`src/rle_pkg.sv`:
```
// Shared types and constants for the run-length byte encoder.
// No dependencies; all src/ files but rle_ram refer to this package by scoped names.
package rle_pkg;

  // Format limits.
  localparam int MAX_LITERAL = 128;
  localparam int MAX_RUN     = 130;
  localparam int MIN_RUN     = 3;
  localparam int OUT_BYTES   = 8;

  // Derived widths.
  localparam int BYTE_W = 8;
  localparam int LIT_AW = $clog2(MAX_LITERAL);
  localparam int LIT_CW = $clog2(MAX_LITERAL + 1);
  localparam int RUN_CW = $clog2(MAX_RUN + 1);
  localparam int PACK_W = OUT_BYTES * BYTE_W;
  localparam int CNT_W  = 4;
  localparam int IDX_W  = $clog2(OUT_BYTES);

  // Command queue between the front and back parts.
  localparam int CMD_DEPTH = 4;
  localparam int CMD_PW    = $clog2(CMD_DEPTH);

  // A run header is 0x80 plus the run length minus the minimum run.
  localparam logic [BYTE_W-1:0] RUN_FLAG = 8'h80;
  localparam logic [BYTE_W-1:0] RUN_BASE = BYTE_W'(RUN_FLAG - BYTE_W'(MIN_RUN));

  // Command codes.
  typedef logic [1:0] op_t;
  localparam op_t OP_ADD   = 2'd0;
  localparam op_t OP_FLUSH = 2'd1;
  localparam op_t OP_RUN   = 2'd2;

  // One command: add count literals of value, flush the literal block, or emit a run.
  typedef struct packed {
    op_t               op;
    logic [BYTE_W-1:0] value;
    logic [RUN_CW-1:0] count;
    logic              last;
    logic              fin;
  } cmd_t;

  // Byte and close requests from the back part to the packer.
  typedef struct packed {
    logic              byte_valid;
    logic [BYTE_W-1:0] byte_data;
    logic              close;
    logic              fin;
  } pack_req_t;

  typedef struct packed {
    logic byte_ready;
    logic close_ready;
  } pack_ack_t;

endpackage

```
`src/rle_byte_encoder_core.sv`:
```
// Top level of the run-length byte encoder.
// Depends on rle_pkg, rle_front, rle_cmd_fifo, rle_back and rle_pack.

// The encoder takes one byte per transfer and writes a run-length format: runs
// of 3 to 130 equal bytes become a flag byte and the value, all other bytes are
// gathered into literal blocks of up to 128 bytes behind a length byte. Output
// bytes are packed up to eight per result; step_done marks the last result caused
// by an input byte and stream_done the last one of the stream. The front takes
// input bytes while the four-entry command queue has room and no stream is being
// finished; a byte with final_byte set holds it while it settles the pending run
// and issues the final flush. The back, which sets the sustained rate, takes each
// command, writes each literal to the block RAM, hands each output byte to the
// packer and closes each step that issued a command; a full literal block drains
// as its length byte and its 128 bytes. A byte that extends a run issues no command
// unless the run reaches its minimum or maximum length; in a stream of distinct
// bytes each byte brings a command that adds one literal and closes the step. The
// back stalls only while the result register waits to be taken.
module rle_byte_encoder_core (
  input  logic                          clk,
  input  logic                          rst,
  input  logic                          push,
  output logic                          full,
  input  logic [rle_pkg::BYTE_W-1:0]    data_byte,
  input  logic                          final_byte,
  output logic                          empty,
  input  logic                          pop,
  output logic [rle_pkg::PACK_W-1:0]    packed_bytes,
  output logic [rle_pkg::CNT_W-1:0]     byte_count,
  output logic                          step_done,
  output logic                          stream_done
);

  logic                 cmd_push;
  rle_pkg::cmd_t        cmd_in;
  logic                 q_full;
  logic                 q_pop;
  rle_pkg::cmd_t        q_data;
  logic                 q_empty;
  rle_pkg::pack_req_t   pack_req;
  rle_pkg::pack_ack_t   pack_ack;

  // Input classification.
  rle_front u_front (
    .clk        (clk),
    .rst        (rst),
    .push       (push),
    .full       (full),
    .data_byte  (data_byte),
    .final_byte (final_byte),
    .cmd_push   (cmd_push),
    .cmd        (cmd_in),
    .q_full     (q_full)
  );

  // Command queue.
  rle_cmd_fifo u_cmd_fifo (
    .clk     (clk),
    .rst     (rst),
    .push    (cmd_push),
    .wr_data (cmd_in),
    .full    (q_full),
    .pop     (q_pop),
    .rd_data (q_data),
    .empty   (q_empty)
  );

  // Command execution and literal store.
  rle_back u_back (
    .clk     (clk),
    .rst     (rst),
    .q_empty (q_empty),
    .q_data  (q_data),
    .q_pop   (q_pop),
    .req     (pack_req),
    .ack     (pack_ack)
  );

  // Byte packing and result register.
  rle_pack u_pack (
    .clk          (clk),
    .rst          (rst),
    .req          (pack_req),
    .ack          (pack_ack),
    .empty        (empty),
    .pop          (pop),
    .packed_bytes (packed_bytes),
    .byte_count   (byte_count),
    .step_done    (step_done),
    .stream_done  (stream_done)
  );

endmodule

```
`src/rle_ram.sv`:
```
// Generic single-port-write, single-port-read RAM with a registered read.
// No dependencies.
module rle_ram #(
  parameter int WIDTH = 8,
  parameter int DEPTH = 128
) (
  input  logic                     clk,
  input  logic                     we,
  input  logic [$clog2(DEPTH)-1:0] waddr,
  input  logic [WIDTH-1:0]         wdata,
  input  logic [$clog2(DEPTH)-1:0] raddr,
  output logic [WIDTH-1:0]         rdata
);

  logic [WIDTH-1:0] mem [DEPTH];

  // Write port and registered read port.
  always_ff @(posedge clk) begin
    if (we) begin
      mem[waddr] <= wdata;
    end
    rdata <= mem[raddr];
  end

endmodule

```
`src/rle_front.sv`:
```
// Front part: accepts input bytes, tracks the pending run and issues commands.
// Depends on rle_pkg.
module rle_front (
  input  logic                         clk,
  input  logic                         rst,
  input  logic                         push,
  output logic                         full,
  input  logic [rle_pkg::BYTE_W-1:0]   data_byte,
  input  logic                         final_byte,
  output logic                         cmd_push,
  output rle_pkg::cmd_t                cmd,
  input  logic                         q_full
);

  localparam logic [1:0] PH_IDLE   = 2'd0;
  localparam logic [1:0] PH_SETTLE = 2'd1;
  localparam logic [1:0] PH_FLUSH  = 2'd2;

  logic [1:0]                       phase, phase_next;
  logic [rle_pkg::BYTE_W-1:0]       run_value, run_value_next;
  logic [rle_pkg::RUN_CW-1:0]       run_count, run_count_next;
  logic [rle_pkg::RUN_CW-1:0]       run_inc;
  logic                             run_match;
  rle_pkg::op_t                     settle_op;

  // The front reports full while it finishes a stream or the command queue is full.
  assign full      = (phase != PH_IDLE) || q_full;
  assign run_inc   = rle_pkg::RUN_CW'(run_count + 1'b1);
  assign run_match = (run_count != '0) && (data_byte == run_value);
  assign settle_op = (run_count >= rle_pkg::RUN_CW'(rle_pkg::MIN_RUN)) ?
                     rle_pkg::OP_RUN : rle_pkg::OP_ADD;

  // Classify the byte against the pending run and choose the command.
  always_comb begin
    phase_next     = phase;
    run_value_next = run_value;
    run_count_next = run_count;
    cmd_push       = 1'b0;
    cmd            = '0;
    unique case (phase)
      PH_IDLE: begin
        if (push && !q_full) begin
          if (run_match) begin
            if (run_inc == rle_pkg::RUN_CW'(rle_pkg::MIN_RUN)) begin
              cmd_push = 1'b1;
              cmd.op   = rle_pkg::OP_FLUSH;
            end else if (run_inc >= rle_pkg::RUN_CW'(rle_pkg::MAX_RUN)) begin
              cmd_push = 1'b1;
              cmd.op   = rle_pkg::OP_RUN;
            end
            cmd.count      = run_inc;
            cmd.value      = run_value;
            run_count_next = (run_inc >= rle_pkg::RUN_CW'(rle_pkg::MAX_RUN)) ? '0 : run_inc;
          end else begin
            // A different byte settles the pending run and starts a new one.
            cmd_push       = (run_count != '0);
            cmd.op         = settle_op;
            cmd.count      = run_count;
            cmd.value      = run_value;
            run_value_next = data_byte;
            run_count_next = rle_pkg::RUN_CW'(1);
          end
          cmd.last = !final_byte;
          if (final_byte) begin
            phase_next = PH_SETTLE;
          end
        end
      end
      PH_SETTLE: begin
        if (!q_full) begin
          cmd_push       = (run_count != '0);
          cmd.op         = settle_op;
          cmd.count      = run_count;
          cmd.value      = run_value;
          run_count_next = '0;
          phase_next     = PH_FLUSH;
        end
      end
      PH_FLUSH: begin
        if (!q_full) begin
          cmd_push   = 1'b1;
          cmd.op     = rle_pkg::OP_FLUSH;
          cmd.last   = 1'b1;
          cmd.fin    = 1'b1;
          phase_next = PH_IDLE;
        end
      end
      default: begin
        phase_next = PH_IDLE;
      end
    endcase
  end

  // Run state and phase registers.
  always_ff @(posedge clk) begin
    if (rst) begin
      phase     <= PH_IDLE;
      run_value <= '0;
      run_count <= '0;
    end else begin
      phase     <= phase_next;
      run_value <= run_value_next;
      run_count <= run_count_next;
    end
  end

  a_run_limit: assert property (@(posedge clk) disable iff (rst)
    run_count < rle_pkg::RUN_CW'(rle_pkg::MAX_RUN))
    else $error("pending run reached its limit without being emitted");

endmodule

```
`src/rle_cmd_fifo.sv`:
```
// Short command queue that lets the front and back parts stall independently.
// Depends on rle_pkg.
module rle_cmd_fifo (
  input  logic          clk,
  input  logic          rst,
  input  logic          push,
  input  rle_pkg::cmd_t wr_data,
  output logic          full,
  input  logic          pop,
  output rle_pkg::cmd_t rd_data,
  output logic          empty
);

  rle_pkg::cmd_t               slots [rle_pkg::CMD_DEPTH];
  logic [rle_pkg::CMD_PW-1:0]  wr_ptr, rd_ptr;
  logic [rle_pkg::CMD_PW:0]    fill;
  logic                        do_push, do_pop;

  assign full    = (fill == (rle_pkg::CMD_PW + 1)'(rle_pkg::CMD_DEPTH));
  assign empty   = (fill == '0);
  assign rd_data = slots[rd_ptr];
  assign do_push = push && !full;
  assign do_pop  = pop && !empty;

  // Storage slots.
  always_ff @(posedge clk) begin
    if (do_push) begin
      slots[wr_ptr] <= wr_data;
    end
  end

  // Pointers and fill level.
  always_ff @(posedge clk) begin
    if (rst) begin
      wr_ptr <= '0;
      rd_ptr <= '0;
      fill   <= '0;
    end else begin
      if (do_push) begin
        wr_ptr <= rle_pkg::CMD_PW'(wr_ptr + 1'b1);
      end
      if (do_pop) begin
        rd_ptr <= rle_pkg::CMD_PW'(rd_ptr + 1'b1);
      end
      if (do_push && !do_pop) begin
        fill <= (rle_pkg::CMD_PW + 1)'(fill + 1'b1);
      end else if (do_pop && !do_push) begin
        fill <= (rle_pkg::CMD_PW + 1)'(fill - 1'b1);
      end
    end
  end

endmodule

```
`src/rle_pack.sv`:
```
// Packer: gathers output bytes into words of up to eight and holds the result register.
// Depends on rle_pkg.
module rle_pack (
  input  logic                          clk,
  input  logic                          rst,
  input  rle_pkg::pack_req_t            req,
  output rle_pkg::pack_ack_t            ack,
  output logic                          empty,
  input  logic                          pop,
  output logic [rle_pkg::PACK_W-1:0]    packed_bytes,
  output logic [rle_pkg::CNT_W-1:0]     byte_count,
  output logic                          step_done,
  output logic                          stream_done
);

  logic [rle_pkg::PACK_W-1:0] acc;
  logic [rle_pkg::CNT_W-1:0]  acc_cnt;
  logic [rle_pkg::IDX_W-1:0]  acc_idx;
  logic                       acc_full;
  logic                       out_valid;
  logic                       out_free;
  logic                       byte_take;
  logic                       close_take;
  logic                       load;

  assign empty    = !out_valid;
  assign out_free = !out_valid || pop;
  assign acc_idx  = acc_cnt[rle_pkg::IDX_W-1:0];
  assign acc_full = (acc_cnt == rle_pkg::CNT_W'(rle_pkg::OUT_BYTES));

  // A full word is held until a further byte or a close shows whether it ends the step.
  assign ack.byte_ready  = !acc_full || out_free;
  assign ack.close_ready = (acc_cnt == '0) || out_free;

  // The result register is loaded by a byte that finds the word full or by a close.
  assign byte_take  = req.byte_valid && ack.byte_ready;
  assign close_take = req.close && ack.close_ready && (acc_cnt != '0);
  assign load       = (byte_take && acc_full) || (!byte_take && close_take);

  // Accumulator and result register.
  always_ff @(posedge clk) begin
    if (rst) begin
      acc       <= '0;
      acc_cnt   <= '0;
      out_valid <= 1'b0;
    end else begin
      if (load) begin
        out_valid <= 1'b1;
      end else if (pop && out_valid) begin
        out_valid <= 1'b0;
      end
      if (byte_take) begin
        if (acc_full) begin
          packed_bytes <= acc;
          byte_count   <= acc_cnt;
          step_done    <= 1'b0;
          stream_done  <= 1'b0;
          acc          <= rle_pkg::PACK_W'(req.byte_data);
          acc_cnt      <= rle_pkg::CNT_W'(1);
        end else begin
          acc[{acc_idx, 3'b000} +: rle_pkg::BYTE_W] <= req.byte_data;
          acc_cnt <= rle_pkg::CNT_W'(acc_cnt + 1'b1);
        end
      end else if (close_take) begin
        packed_bytes <= acc;
        byte_count   <= acc_cnt;
        step_done    <= 1'b1;
        stream_done  <= req.fin;
        acc          <= '0;
        acc_cnt      <= '0;
      end
    end
  end

  a_count_range: assert property (@(posedge clk) disable iff (rst)
    out_valid |-> (byte_count != '0) && (byte_count <= rle_pkg::CNT_W'(rle_pkg::OUT_BYTES)))
    else $error("result word holds an invalid byte count");

  a_stream_ends_step: assert property (@(posedge clk) disable iff (rst)
    (out_valid && stream_done) |-> step_done)
    else $error("stream end flagged on a result that does not end its step");

  a_no_overwrite: assert property (@(posedge clk) disable iff (rst)
    (out_valid && !pop) |=> out_valid && $stable(packed_bytes) && $stable(byte_count))
    else $error("waiting result was changed before it was taken");

endmodule

```
`src/rle_back.sv`:
```
// Back part: executes commands, keeps the literal block in RAM and feeds the packer.
// Depends on rle_pkg and rle_ram.
module rle_back (
  input  logic                 clk,
  input  logic                 rst,
  input  logic                 q_empty,
  input  rle_pkg::cmd_t        q_data,
  output logic                 q_pop,
  output rle_pkg::pack_req_t   req,
  input  rle_pkg::pack_ack_t   ack
);

  localparam logic [2:0] ST_IDLE  = 3'd0;
  localparam logic [2:0] ST_ADD   = 3'd1;
  localparam logic [2:0] ST_HDR   = 3'd2;
  localparam logic [2:0] ST_DATA  = 3'd3;
  localparam logic [2:0] ST_RUN0  = 3'd4;
  localparam logic [2:0] ST_RUN1  = 3'd5;
  localparam logic [2:0] ST_CLOSE = 3'd6;

  logic [2:0]                      state, state_next;
  rle_pkg::cmd_t                   cmd, cmd_next;
  logic [rle_pkg::RUN_CW-1:0]      rem, rem_next;
  logic [rle_pkg::LIT_CW-1:0]      lit_count, lit_count_next;
  logic [rle_pkg::LIT_AW-1:0]      rd_idx, rd_idx_next;
  logic [rle_pkg::LIT_CW-1:0]      lit_last;
  logic [2:0]                      done_state;
  logic                            ram_we;
  logic [rle_pkg::BYTE_W-1:0]      ram_rdata;

  // Literal block store; read at rd_idx_next, so rdata holds the byte at rd_idx.
  rle_ram #(
    .WIDTH (rle_pkg::BYTE_W),
    .DEPTH (rle_pkg::MAX_LITERAL)
  ) u_lit_ram (
    .clk   (clk),
    .we    (ram_we),
    .waddr (lit_count[rle_pkg::LIT_AW-1:0]),
    .wdata (cmd.value),
    .raddr (rd_idx_next),
    .rdata (ram_rdata)
  );

  assign lit_last   = rle_pkg::LIT_CW'(lit_count - 1'b1);
  assign done_state = cmd.last ? ST_CLOSE : ST_IDLE;

  // Command sequencer.
  always_comb begin
    state_next     = state;
    cmd_next       = cmd;
    rem_next       = rem;
    lit_count_next = lit_count;
    rd_idx_next    = rd_idx;
    q_pop          = 1'b0;
    ram_we         = 1'b0;
    req            = '0;
    req.fin        = cmd.fin;
    unique case (state)
      ST_IDLE: begin
        if (!q_empty) begin
          q_pop    = 1'b1;
          cmd_next = q_data;
          rem_next = (q_data.op == rle_pkg::OP_ADD) ? q_data.count : '0;
          case (q_data.op)
            rle_pkg::OP_ADD:   state_next = ST_ADD;
            rle_pkg::OP_RUN:   state_next = ST_RUN0;
            rle_pkg::OP_FLUSH: begin
              if (lit_count != '0) begin
                state_next = ST_HDR;
              end else begin
                state_next = q_data.last ? ST_CLOSE : ST_IDLE;
              end
            end
            default:           state_next = ST_IDLE;
          endcase
        end
      end
      ST_ADD: begin
        // One literal per cycle; a full block is flushed before the next one.
        ram_we         = 1'b1;
        lit_count_next = rle_pkg::LIT_CW'(lit_count + 1'b1);
        rem_next       = rle_pkg::RUN_CW'(rem - 1'b1);
        if (lit_count_next == rle_pkg::LIT_CW'(rle_pkg::MAX_LITERAL)) begin
          state_next = ST_HDR;
        end else if (rem_next == '0) begin
          state_next = done_state;
        end
      end
      ST_HDR: begin
        req.byte_valid = 1'b1;
        req.byte_data  = rle_pkg::BYTE_W'(lit_last);
        rd_idx_next    = '0;
        if (ack.byte_ready) begin
          state_next = ST_DATA;
        end
      end
      ST_DATA: begin
        req.byte_valid = 1'b1;
        req.byte_data  = ram_rdata;
        if (ack.byte_ready) begin
          if ({1'b0, rd_idx} == lit_last) begin
            lit_count_next = '0;
            state_next     = (rem != '0) ? ST_ADD : done_state;
          end else begin
            rd_idx_next = rle_pkg::LIT_AW'(rd_idx + 1'b1);
          end
        end
      end
      ST_RUN0: begin
        req.byte_valid = 1'b1;
        req.byte_data  = rle_pkg::BYTE_W'(rle_pkg::RUN_BASE + cmd.count);
        if (ack.byte_ready) begin
          state_next = ST_RUN1;
        end
      end
      ST_RUN1: begin
        req.byte_valid = 1'b1;
        req.byte_data  = cmd.value;
        if (ack.byte_ready) begin
          state_next = done_state;
        end
      end
      ST_CLOSE: begin
        // End of the step: the packer releases its partial word.
        req.close = 1'b1;
        if (ack.close_ready) begin
          state_next = ST_IDLE;
        end
      end
      default: begin
        state_next = ST_IDLE;
      end
    endcase
  end

  // Sequencer registers.
  always_ff @(posedge clk) begin
    if (rst) begin
      state     <= ST_IDLE;
      lit_count <= '0;
    end else begin
      state     <= state_next;
      lit_count <= lit_count_next;
    end
    cmd    <= cmd_next;
    rem    <= rem_next;
    rd_idx <= rd_idx_next;
  end

  a_lit_not_full: assert property (@(posedge clk) disable iff (rst)
    (state == ST_IDLE) |-> (lit_count < rle_pkg::LIT_CW'(rle_pkg::MAX_LITERAL)))
    else $error("literal block left full between commands");

endmodule

```
`config.mk`:
```
export PLATFORM = sky130hd
export DESIGN_NAME = rle_byte_encoder_core
export DESIGN_NICKNAME = d
export VERILOG_FILES = /design/src/rle_pkg.sv /design/src/rle_byte_encoder_core.sv /design/src/rle_ram.sv /design/src/rle_front.sv /design/src/rle_cmd_fifo.sv /design/src/rle_pack.sv /design/src/rle_back.sv
export SDC_FILE = /design/constraint.sdc
export NUM_CORES = 2
export LEC_CHECK = 0
export ABC_AREA = 1
export ABC_CLOCK_PERIOD_IN_PS = 16700
export CELL_PAD_IN_SITES_DETAIL_PLACEMENT = 0
export CELL_PAD_IN_SITES_GLOBAL_PLACEMENT = 1
export CORE_MARGIN = 2
export CORE_UTILIZATION = 55
export CTS_CLUSTER_DIAMETER = 50
export DETAILED_ROUTE_END_ITERATION = 16
export DONT_BUFFER_PORTS = 1
export PLACE_DENSITY = 0.92
export SLEW_MARGIN = 40
export SYNTH_ARGS = -nofsm -noshare
export SYNTH_HDL_FRONTEND = slang
export SYNTH_SLANG_ARGS = --single-unit
```
`constraint.sdc`:
```
create_clock -name clk -period 16.7 [get_ports clk]
set_input_delay 0.835 -clock clk [delete_from_list [all_inputs] [get_ports clk]]
set_output_delay 0.835 -clock clk [all_outputs]
set_load 0.02 [all_outputs]
```
# Yosys cells after proc, flatten, opt, wreduce, memory -nomap -nowiden
# Memory sizes are Yosys's and may differ from the RTL's. A register that Yosys moved wholly into a read port is not among the register bits.
# Index checks and enable logic that the tools add are counted.
# word_totals
input_bits,13
wordCells,207
memories,2
register_bits,208
rom_bits,0
ramBits,1104
latchBits,0
# classes
eq_ne,29
add_sub_neg,12
order_cmp,2
n_bitwise,3
mul,0
div_mod_pow,0
mux,86
reduce_logical,50
shift,2
# mem_list
name,depth,width,rd,rd_ports_with_merged_regs,write_ports,line_no,text
u_back.u_lit_ram.mem,128,8,1,1,1,rle_ram.sv:15,logic [WIDTH-1:0] mem [DEPTH];
u_cmd_fifo.slots,4,20,1,1,1,rle_cmd_fifo.sv:14,rle_pkg::cmd_t slots [rle_pkg::CMD_DEPTH];
# ops
operator,n
$mux W64,6
$bwmux W64,1
$mux W8,8
$shift A8 B8 Y64 const A,1
$shiftx A8 B8 Y64,1
$pmux W8 S2,3
$mux W3,15
$mux W18,2
$pmux W9 S4,1
$pmux W16 S2,1
$mux W4,6
$reduce_bool A8 Y1,3
$mux W1,23
$pmux W3 S7,1
$mux W2,10
$mux W19,1
$add A8 B1 Y8 const B,2
$ne A2 B1 Y1 const B,8
$sub A8 B1 Y8 const B,2
$mux W7,2
$pmux W7 S2,1
$reduce_bool A2 Y1,7
$eq A3 B3 Y1 const B,4
$logic_and A1 B1 Y1,12
36 further kinds,63

# Logic depth before layout (Yosys ltp)
# depth
ltp_word,12
depth_mapped,27
depth_no_buf,24

# Modules after synthesis
# Synthesis repeated with hierarchy kept, for this count alone.
# unflattened
hier_cells,5000
hier_area_um2,55066.6
# modules_own_cells
mod,area_per_inst_um2,instances,cells_each
rle_ram,42104.1,1,3575
rle_pack,5243.8,1,520
rle_cmd_fifo,3438.3,1,264
rle_back,2921.6,1,407
rle_front,1358.8,1,234

# Worst setup path before layout
# Ideal clock, no wire load.
# synth_timing
kind,register -> register
startpoint,reg u_pack.acc_cnt[0] (netlist name)
endpoint,reg u_pack.byte_count[0] (netlist name) (enable)
path_slack_ps,11462
stages_incl_launch_ff,13
path_buffers,0
arrival_ps,4740
setup_time_ps,498
period_less_slack_ps,5238
path_cell_list,dfxtp_1 > inv_1 > ha_1 > inv_1 > nor3_1 > inv_1 > nor2_1 > inv_2 > nand2_1 > nor2_2 > nor2_2 > inv_1 > nor2_1
# synth_via
elab_chain_len,6
word_cells_on_any_way,12
# synth_lines
element,line_no,text
start: declaration,rle_pack.sv:17,logic [rle_pkg::CNT_W-1:0] acc_cnt;
start signal: assignment,rle_pack.sv:59,acc_cnt <= rle_pkg::CNT_W'(1);
start signal: assignment,rle_pack.sv:62,acc_cnt <= rle_pkg::CNT_W'(acc_cnt + 1'b1);
$eq A4 B4 Y1 or $logic_not A4 Y1 (tied branches),"rle_pack.sv:29, rle_pack.sv:33",
$logic_not A1 Y1 or $logic_or A1 B1 Y1 (tied branches),"rle_pack.sv:32, rle_pack.sv:33",
$logic_or A1 B1 Y1 or $logic_and A1 B1 Y1 (tied branches),"rle_pack.sv:32, rle_pack.sv:37",
$logic_and A1 B1 Y1 (on tied branches),"rle_pack.sv:36, rle_pack.sv:37",
$ne A2 B1 Y1 (no source line) or $reduce_bool A2 Y1 (tied branches),n/a,
$reduce_and A3 Y1 (no source line) *,n/a,
end signal: assignment,rle_pack.sv:55,byte_count <= acc_cnt;
end signal: assignment,rle_pack.sv:66,byte_count <= acc_cnt;
end: declaration,rle_pack.sv:11,"output logic [rle_pkg::CNT_W-1:0] byte_count,"
# Mark *: on every way between the ends. The rest lies on a longest branch, timed or not.
# A chain may end at the register's enable or synchronous reset.

# Final worst setup path
# layout_timing
startpoint,reg u_back.lit_count[0] (netlist name)
endpoint,reg u_back.u_lit_ram.rdata[0] (read register of u_back.u_lit_ram.mem)
# layout_via
elab_chain_len,5
# layout_lines
element,line_no,text
start: declaration,rle_back.sv:24,"logic [rle_pkg::LIT_CW-1:0] lit_count, lit_count_next;"
start signal: assignment,rle_back.sv:143,lit_count <= lit_count_next;
$sub A8 B1 Y8,rle_back.sv:44,assign lit_last = rle_pkg::LIT_CW'(lit_count - 1'b1);
$eq A7 B8 Y1,rle_back.sv:101,"if ({1'b0, rd_idx} == lit_last) begin"
$mux W7,rle_back.sv:101,
$mux W7,rle_back.sv:100,if (ack.byte_ready) begin
$pmux W7 S2,rle_back.sv:58,unique case (state)
end: declaration,rle_ram.sv:12,output logic [WIDTH-1:0] rdata
# No other way between the ends.

==> out/results.ini <==
[status]
status=completed

[die]
dieWidth_microns=328
core_area_sq_um=104000
fp.dieH_microns=328
die_area_sq_um=107000
rows=118
initial_utilization_pct=55.5
io_pins=85

[synthesis]
synth_top_area_share_pct=62.5
yosys.area.top_type=edfxtp_1
syn-num-nets=5668
yosys-top-cells-area=edfxtp_1 (63%), nand2_1 (9.1%), nand3_1 (8.7%)
synth_flop_cell=edfxtp_1
avgSynthCellArea_sq_um=10.2
async_flop_share_pct=0
synth_edf_count=1200
synthDistinctLibCells=52
yosysWarnings=0
yosysSeqAreaShare_pct=66.7
ys_ff_latch=1322
syn_area_sq_um=57700
syn_inst=5635

[timing]
setup_viol=0
drv_slew=0
finalCritPeriodShare_pct=41.8
fin_crit_ps=6980
worst_slack_ps=9720
rsz0062_at_grt=false
slew_headroom_pct=39.6
tightest_slew_ps=904
clock_skew_ps=37.8
finalSetupTns_ps=0
final_hold_viol_count=0
fmax_mhz=143

[setup_path]
cpMostUsedCell=nand2_1
start_kind=flop
critPathSlowestCell=nand2_8
cpPeakStageDelay_ps=770
end_kind=flop
critPathArrivalTime_ps=7610
path_max_fanout=122
critPathBufInv=6
critPathRequiredTime_ps=17330
path_delay_family=simple AND/OR/NAND/NOR gates
path_class=flop to flop

[route]
drc=0
via_count=39500
wl_per_cell_microns=20.7
first_pass_iters=6
drtIter0Drc=4972
wirelength_microns=146000
drt-vias-per-instance=5.59
drtAntennaViolNets=0

[global_routing]
grt_use_total_pct=27.0
grt_start_max_net_pins=184
overflow=0
grt_pass1_vias=37700
antenna_found_initial=5
grt_pass1_wl_microns=222000

[placed_design]
gp_congestion=0.893
placed_area_sq_um=58600
place_inst=6812
dp_slack_ps=10040
dp_hpwl_microns=83800
port_buffers=0

[clock_network]
htree_levels=4
tritoncts=yes
cts_hold_buf=0
clk_pin_slew_ps=60
ctsResizeCount=0
clock_latency_ps=760
root_buffer=clkbuf_16
postCtsSetupBuffers=0
numClockSinks=1322
cts_buffers=139
clockBufferDepth=3

[power_and_ir_drop]
power_density_nw_per_um2=159
peakVddDrop_uv=226
p_leak_nw=25.4

[layout]
nNetsFinal=5608
n_antenna_cell=0
finalInstanceArea_sq_um=63100
drive_above_1_share_pct=6.42
syn2layout_area_growth_pct=9.53
instances_no_fill=7067
fillCellCount=8086

[job]
drv_cap=0

[hold_path]
hold_class=primary input to flop

[routing by layer]
metal | track usage, % | up-vias | wire length, microns
li1 | - | 18400 | -
met5 | 0 | - | 57
met3 | 5.51 | 313 | 14200
met4 | 9.52 | 6 | 4570
met2 | 42.9 | 1888 | 68400
met1 | 37.3 | 18900 | 58900
[logic make-up after synthesis]
logic type / synth area share [%]
AO/OA/AOI/OAI: 2.41
buffers and inverters: 9.20
AND/OR/NAND/NOR: 20.9
flip-flops: 66.7
adder cells (fa/ha/maj): 0.447
XOR/XNOR: 0.273
[cell usage after synthesis (3+ instances only)]
cell type	count
a21oi_1	102
a22oi_1	7
a31oi_1	8
a32oi_1	4
buf_1	3
buf_2	152
buf_4	39
buf_6	30
clkbuf_1	46
dfxtp_1	122
edfxtp_1	1200
ha_1	19
inv_1	978
inv_2	10
nand2_1	1395
nand2_4	3
nand3_1	1006
nand3b_1	32
nand4_1	16
nor2_1	251
nor2_2	6
nor2_4	5
nor3_1	21
nor4_1	7
nor4_2	4
o2111ai_1	4
o21ai_0	82
o21ai_1	5
o22ai_1	28
or2_2	8
xnor2_1	5
xor2_1	13
[cells in the final DEF (no fill, tap or decap), drive strengths merged, types with 70 or more instances in the layout]
| master | synthesis | routed |
|---|---|---|
| o21ai | 89 | 89 |
| inv | 988 | 995 |
| buf | 225 | 70 |
| nand3 | 1008 | 1008 |
| clkbuf | 46 | 179 |
| a21oi | 103 | 103 |
| nor2 | 262 | 262 |
| edfxtp | 1200 | 1200 |
| nand2 | 1400 | 1400 |
| dfxtp | 122 | 122 |
[power by group]
group | internal [W] | switching, W | total (W)
registers | 0.00416 | 0.000129 | 0.00429
logic | 0.000643 | 0.00212 | 0.00276
clock network | 0.00173 | 0.00128 | 0.00301
[state kept, by name, summed over array words and instances (netlist names), named ones only]
register                cells
u_back.u_lit_ram.mem     1024
u_cmd_fifo.slots           80
u_pack.acc                 64
u_pack.packed_bytes        64
u_back.cmd                 17
u_back.lit_count            8
u_back.rem                  8
u_back.u_lit_ram.rdata      8
u_front.run_count           8
u_front.run_value           8
u_back.rd_idx               7
u_pack.acc_cnt              4
u_pack.byte_count           4
u_back.state                3
u_cmd_fifo.fill             3
u_cmd_fifo.rd_ptr           2
u_cmd_fifo.wr_ptr           2
u_front.phase               2
u_back.req                  1
u_pack.out_valid            1
u_pack.step_done            1
u_pack.stream_done          1
[through the flow]
stage / power [W] / hold slack, ps / util (%)
5_1_grt: 0.0105 / 128 / 60.8
6_report: 0.0101 / 157 / 60.8
2_1_floorplan: 0.00620 / 409 / -
3_3_place_gp: 0.00697 / 413 / 56.2
4_1_cts: 0.0100 / 110 / 60.7
3_5_place_dp: 0.00705 / 417 / 56.4
[layout make-up]
cell class | count | area [sq um] | share of cell area [%]
flip-flops and latches | 1322 | 38500 | 60.9
clock buffers | 179 | 3770 | 5.98
multi-input cells | 3053 | 14100 | 22.3
inverters | 989 | 3720 | 5.89
repair buffers | 70 | 713 | 1.13
well taps | 1380 | 1730 | 2.73
clock inverters | 74 | 658 | 1.04
[worst paths after layout]
path                            cells past startpoint  slack (ps)                start                         to
worst max-delay path                               26        9720  u_back.lit_count[0]  u_back.u_lit_ram.rdata[0]
worst max register to register                     26        9720  u_back.lit_count[0]  u_back.u_lit_ram.rdata[0]
worst min register to register                      0         430       u_pack.acc[10]    u_pack.packed_bytes[10]
worst min-delay path                                1         160                  rst             u_pack.acc[49]
(Power assumes the default switching activity.)
